**src/triangle_wind_force_top_macros.svh**
```systemverilog
// Assertion helpers for the triangle wind force block.
// Each macro expects clk and arst_n in the scope where it is used.
`ifndef TRIANGLE_WIND_FORCE_TOP_MACROS_SVH
`define TRIANGLE_WIND_FORCE_TOP_MACROS_SVH
`ifndef SYNTHESIS
`define TWF_ASSERT(lbl, cond, msg) \
	lbl: assert property (@(posedge clk) disable iff (!arst_n) (cond)) else $error(msg);
`define TWF_ASSERT_IMP(lbl, ante, cons, msg) \
	lbl: assert property (@(posedge clk) disable iff (!arst_n) (ante) |-> (cons)) \
		else $error(msg);
`else
`define TWF_ASSERT(lbl, cond, msg)
`define TWF_ASSERT_IMP(lbl, ante, cons, msg)
`endif
`endif

```
**src/twf_pkg.sv**
```systemverilog
`default_nettype none
package twf_pkg;
	localparam int COORD_BITS = 24;
	localparam int FIELD_W    = 24;
	localparam int WIND_W     = 24;
	localparam int OUT_W      = 48;
	localparam int FRAC_W     = 24;

	localparam int EDGE_W  = COORD_BITS + 1;
	localparam int PROD_W  = 2 * EDGE_W;
	localparam int NRM_W   = PROD_W + 1;
	localparam int MAG_W   = PROD_W;
	localparam int LEN_W   = $clog2(MAG_W + 1);
	localparam int R_W     = 30;
	localparam int SHF_W   = (MAG_W > R_W) ? MAG_W : R_W;
	localparam int SQ_W    = 2 * R_W;
	localparam int SUMSQ_W = SQ_W + 2;
	localparam int RW_W    = R_W + 1 + WIND_W;
	localparam int DOT_W   = RW_W + 2;
	localparam int ABS_W   = DOT_W;
	localparam int L_W     = SUMSQ_W / 2;

	localparam int SQ_IT     = SUMSQ_W / 2 + 1;
	localparam int V_W       = 2 * SQ_IT;
	localparam int SQ_PER    = 2;
	localparam int SQ_STAGES = (SQ_IT + SQ_PER - 1) / SQ_PER;

	localparam int S_W        = 26;
	localparam int DIV_STEPS  = S_W;
	localparam int DIV_PER    = 2;
	localparam int DIV_STAGES = (DIV_STEPS + DIV_PER - 1) / DIV_PER;

	localparam int LO_W  = S_W;
	localparam int HI_W  = MAG_W - LO_W;
	localparam int P_W   = MAG_W + S_W;
	localparam int PS_W  = ((P_W - FRAC_W) > (OUT_W + 1)) ? (P_W - FRAC_W) : (OUT_W + 1);

	typedef enum logic [1:0] {
		REG_WIND_X     = 2'd0,
		REG_WIND_Y     = 2'd1,
		REG_WIND_Z     = 2'd2,
		REG_SHOW_TEARS = 2'd3
	} cfg_reg_t;

	typedef struct packed {
		logic signed [FIELD_W-1:0] first_x;
		logic signed [FIELD_W-1:0] first_y;
		logic signed [FIELD_W-1:0] first_z;
		logic signed [FIELD_W-1:0] second_x;
		logic signed [FIELD_W-1:0] second_y;
		logic signed [FIELD_W-1:0] second_z;
		logic signed [FIELD_W-1:0] third_x;
		logic signed [FIELD_W-1:0] third_y;
		logic signed [FIELD_W-1:0] third_z;
		logic                      first_broken;
		logic                      second_broken;
		logic                      third_broken;
	} in_t;

	typedef struct packed {
		logic signed [OUT_W-1:0] force_x;
		logic signed [OUT_W-1:0] force_y;
		logic signed [OUT_W-1:0] force_z;
		logic                    applied;
	} out_t;

	typedef struct packed {
		logic signed [WIND_W-1:0] wind_x;
		logic signed [WIND_W-1:0] wind_y;
		logic signed [WIND_W-1:0] wind_z;
		logic                     show_tears;
	} cfg_t;

	// Side data that rides along the root and divide pipelines.
	typedef struct packed {
		logic [2:0][MAG_W-1:0]   mag;
		logic [2:0]              neg;
		logic                    skip;
		logic                    degen;
		logic signed [DOT_W-1:0] dot;
	} carry_t;
endpackage
`default_nettype wire

```
**src/twf_sqrt.sv**
```systemverilog
`default_nettype none
module twf_sqrt import twf_pkg::*; (
	input  logic               clk,
	input  logic               arst_n,
	input  logic               vld,
	input  logic [SUMSQ_W-1:0] rad,
	input  carry_t             side,
	output logic               root_vld,
	output logic [L_W-1:0]     root,
	output carry_t             root_side
);
	function automatic logic [2*V_W-1:0] sq_step(input logic [V_W-1:0] v,
		input logic [V_W-1:0] r, input int it);
		logic [V_W-1:0] b, vv, rr;
		begin
			vv = v;
			rr = r;
			b = V_W'(1) << (V_W - 2 - 2 * it);
			if (it < SQ_IT) begin
				if (vv >= rr + b) begin
					vv = vv - (rr + b);
					rr = (rr >> 1) + b;
				end else begin
					rr = rr >> 1;
				end
			end
			return {vv, rr};
		end
	endfunction

	logic           vld_p [SQ_STAGES+1];
	logic [V_W-1:0] v_p   [SQ_STAGES+1];
	logic [V_W-1:0] r_p   [SQ_STAGES+1];
	carry_t         sd_p  [SQ_STAGES+1];

	assign vld_p[0] = vld;
	assign v_p[0]   = V_W'(rad);
	assign r_p[0]   = '0;
	assign sd_p[0]  = side;

	for (genvar j = 0; j < SQ_STAGES; j++) begin : g_stage
		logic [2*V_W-1:0] a_c, b_c;
		always_comb begin
			a_c = sq_step(v_p[j], r_p[j], SQ_PER * j);
			b_c = sq_step(a_c[2*V_W-1:V_W], a_c[V_W-1:0], SQ_PER * j + 1);
		end
		always_ff @(posedge clk or negedge arst_n) begin
			if (!arst_n) begin
				vld_p[j+1] <= 1'b0;
			end else begin
				vld_p[j+1] <= vld_p[j];
			end
		end
		always_ff @(posedge clk) begin
			v_p[j+1]  <= b_c[2*V_W-1:V_W];
			r_p[j+1]  <= b_c[V_W-1:0];
			sd_p[j+1] <= sd_p[j];
		end
	end

	assign root_vld  = vld_p[SQ_STAGES];
	assign root      = r_p[SQ_STAGES][L_W-1:0];
	assign root_side = sd_p[SQ_STAGES];
endmodule
`default_nettype wire

```
**config.mk**
```make
export PLATFORM = sky130hd
export DESIGN_NAME = twf_sqrt
export DESIGN_NICKNAME = d
export VERILOG_FILES = /design/src/triangle_wind_force_top_macros.svh /design/src/twf_pkg.sv /design/src/twf_sqrt.sv
export SDC_FILE = /design/constraint.sdc
export NUM_CORES = 2
export LEC_CHECK = 0
export BUFFER_PORTS_ARGS = -buffer_cell sky130_fd_sc_hd__buf_4
export CAP_MARGIN = 20
export CORE_MARGIN = 3
export CORE_UTILIZATION = 35
export CTS_BUF_LIST = sky130_fd_sc_hd__clkbuf_8 sky130_fd_sc_hd__clkbuf_16
export CTS_CLUSTER_DIAMETER = 200
export DETAILED_ROUTE_END_ITERATION = 12
export GPL_TIMING_DRIVEN = 0
export MAX_ROUTING_LAYER = met4
export PLACE_DENSITY = 0.49
export SLEW_MARGIN = 10
export SYNTH_ARGS = -nofsm -noshare
export SYNTH_HDL_FRONTEND = slang
export SYNTH_SLANG_ARGS = --single-unit
```
**constraint.sdc**
```tcl
create_clock -name clk -period 13.6 [get_ports clk]
set_clock_uncertainty 0.15 [all_clocks]
set_input_delay 0 -clock clk [delete_from_list [all_inputs] [get_ports clk]]
set_output_delay 0 -clock clk [all_outputs]
set_load 0.005 [all_outputs]
```
==> key figures <==
Logic synthesis
  – Leading register cell type out of synthesis: dfxtp_1
  – Netlist cell types: between 100 and 150
  – #FFs+latches synth: 4,623
  – Count leader, synth: dfxtp_1
  – Sequential-to-total area share from yosys stat: 66.6%
  – Largest area contributor in the netlist: dfxtp_1
  – Post-Syn Area: 139,000 um2
  – Post-synth top area share: 66.3%
  – Post-synthesis instance total: 11,725
  – Avg Inst Size Synth: between 10 and 15 um2
  – EDFF count, synth: 0
  – Post-Synthesis Net Count: 12,541
  – Synth cell count leaders: dfxtp_1, nor2_1, nand2_1
  – Largest cells by area after synthesis: dfxtp_1, ha_1, xnor2_1
  – Warnings from Yosys: 0
  – Async set or reset register ratio after synthesis: 0.346%

Pwr
  – Pleak: 74.4 nW
  – Internal Pwr Total: ~25 mW
  – Logic pwr share: 20.2%
  – Total Power: 35.6 mW
  – Sw Pwr: 10.3 mW
  – Sw frac: roughly 29%
  – Register share of total power: between 40% and 50%
  – Peak VDD IR: between 0.0001 and 0.00015 V
  – Clock share of power: approximately 35%
  – Pwr dens: 207 nW/um2

Detailed routing
  – Drt total wl: 340,000 um
  – Vias/cell: 4.56
  – Total number of vias: roughly 86,000
  – ANT nets after route: 0
  – Post-DR wirelength/cell: 17.9 um
  – Remaining DRCs: 0
  – Violation count after the first detailed-route iteration: roughly 4,200
  – First-pass detailed-route iteration total: 5

Critical path
  – Worst path arrival time: 10.72 ns
  – Crit-path most repeated cell: clkbuf_1
  – R2R depth: 28
  – CP max stage cell: a221oi_1
  – Worst-path fanout max: 10
  – Worst stage delay on the critical path: 0.81 ns
  – Worst setup path category: register to register
  – Critical Path RT: 14.24 ns
  – Reg2Reg Capture Point: v_p[293]$_DFF_P_
  – FF-to-FF Start: r_p[355]$_DFF_P_
  – Critical path startpoint: r_p[355]$_DFF_P_
  – Setup slack, reg-to-reg: 3.53 ns
  – Startpoint Class: register
  – Critical path endpoint: v_p[293]$_DFF_P_
  – Crit end category: register

Timing
  – Setup_tns: 0 ns
  – Worst-margin pin slew: roughly 1.1 ns
  – Min Tclk post-route: about 10 ns
  – Unrepaired setup endpoints after global routing: false
  – Fin. Hold Viols: 0
  – Final slew viol count: 0
  – Fmax: 99.3 MHz
  – Rel. slew slack: 25.5%
  – Final setup vio count: 0
  – Tcrit/Tclk final: 74.1%

Layout
  – Area Growth Syn to Fin: 23.7%
  – Fill cell count: 36,541
  – Fin nets: 14,181
  – Final Cell Area: approximately 170,000 um2
  – Share of layout cells above drive strength 1: 12.9%
  – Util after Layout: between 40 and 50%
  – Area taken by flip-flops and latches: about 93,000 um2
  – Multi-input logic area: 42,300 um2

Clock tree
  – CTS tree: built
  – CTS Buf Count: approximately 450
  – CTS root buffer: clkbuf_16
  – Worst-Skew Late Latency: 0.99 ns
  – CTS Buffer Depth: 4
  – CTS H-tree lvls: 5
  – Worst-path clk slew: 0.06 ns
  – Clock sinks: 4,623

Floorplan
  – Core area: 394,000 um2
  – Die H: 636 um
  – Starting Density: 35.3%
  – # rows: 230
  – Die ar.: 405,000 um2
  – Die Width: 636 um
  – I/O pin count: around 520

Placed design
  – RePlAce Congestion: 0.950
  – Area post-placement: 150,000 um2
  – Post-detail-place hpwl: 262,000 um
  – PortBufs: 520

Global route
  – Pin count of the biggest net entering global routing: 20
  – Total grt overflow: 0
  – Initial antenna violation count: 14
  – Vias in the first global route: around 89,000
  – First-pass GRT wire length: 520,000 um
  – Gr usage total: 16.8%

Run
  – Maxcap violations: 0

Status
  – Status: finished, final reports clean

Min path
  – Hold Path Class: input pin to register
==> final cells by class <==
type	count	share of cell area (%)
buffer	409	1.43
clock buffer	548	7.32
sequential	4623	53.8
clock inverter	274	1.81
multi-input combinational	6234	24.6
inverter	459	1.00
tap	5220	3.80
antenna	13	0.0189
timing repair buffer	1193	6.17
==> cells in the final DEF (no fill, tap or decap), drive strengths merged, types with 234 or more instances in the layout <==
| master | instances |
|---|---|
| dfxtp | 4607 |
| xor2 | 298 |
| xnor2 | 518 |
| a21oi | 615 |
| nand2 | 650 |
| dlygate4sd3 | 667 |
| clkbuf | 687 |
| buf | 796 |
| nor2 | 704 |
| a21o | 234 |
| inv | 563 |
| o21ai | 364 |
| ha | 539 |
| nor4 | 249 |
==> worst max-delay path, delay by kind of cell, from the launching register on <==
kind / cells / cell delay, ns
buffers and inverters: 7 / 2.61
multiplexers: 1 / 0.45
flip-flops: 1 / 0.41
AO/OA/AOI/OAI: 10 / 2.78
AND/OR/NAND/NOR: 8 / 2.92
adder cells (fa/ha/maj): 2 / 0.55
==> layer usage <==
metal,vias up,part of all wire [%],GRT usage (%)
met3,755,3.2,2.03
met4,0,4.4,7.07
met2,1729,51,30.4
met1,40568,41,18.7
met5,-,0,-
li1,43401,-,-
==> kinds of logic (layout without fill, tap and decap cells) <==
logic type	after synthesis	count (layout)	synth area share (%)
other	0	13	0
XOR/XNOR	816	816	5.14
buffers and inverters	868	2883	3.01
AND/OR/NAND/NOR	2878	2878	10.7
multiplexers	105	105	0.873
flip-flops	4623	4623	66.6
adder cells (fa/ha/maj)	540	540	4.85
AO/OA/AOI/OAI	1895	1895	8.82
==> power groups by stage <==
stage / Clock, mW / Combinational, mW / Sequential, mW
2_1_floorplan: 0 / 5.12 / 15.7
3_3_place_gp: 0 / 6.96 / 16.1
3_5_place_dp: 0 / 6.98 / 16.1
4_1_cts: 13.1 / 7.18 / 15.8
5_1_grt: 13.6 / 7.94 / 15.9
6_report: 12.6 / 7.17 / 15.8
==> through the flow <==
stage               cells  hold WS (ns)  worst slack (ns)
floorplan           11725        -0.446              7.35
global placement    17465        -0.293              3.12
detailed placement  17469        -0.284              3.49
CTS                 18958       0.00126              3.43
global route        18963        0.0164              3.19
finish              18973        0.0586              3.53
==> sequential cells by signal (all words and copies together), names as in the netlist <==
| name | count |
|---|---|
| r_p | 225 |
| root | 31 |
| root_side | 212 |
| root_vld | 1 |
| sd_p | 3180 |
| v_p | 959 |
| vld_p | 15 |
==> worst min-delay path by stage <==
| stage | start | endpoint | slack, ns | cells after the start |
|---|---|---|---|---|
| floorplan | arst_n | root_vld$_DFF_PN0_ | -0.45 | 0 |
| global placement | arst_n | root_vld$_DFF_PN0_ | -0.29 | 1 |
| detailed placement | arst_n | root_vld$_DFF_PN0_ | -0.28 | 1 |
| CTS | side[88] | sd_p[3268]$_DFF_P_ | 0.001 | 3 |
| global route | side[30] | sd_p[3210]$_DFF_P_ | 0.02 | 3 |
| finish | side[35] | sd_p[3215]$_DFF_P_ | 0.06 | 3 |
==> what timing repair did <==
| action | in CTS | in global routing |
|---|---|---|
| resized for setup | 0 | 0 |
| hold endpoints to repair | 293 | 0 |
| hold buffers | 667 | 0 |
| setup buffers | 0 | 0 |
Note: power is estimated with default switching activity, not from simulation.
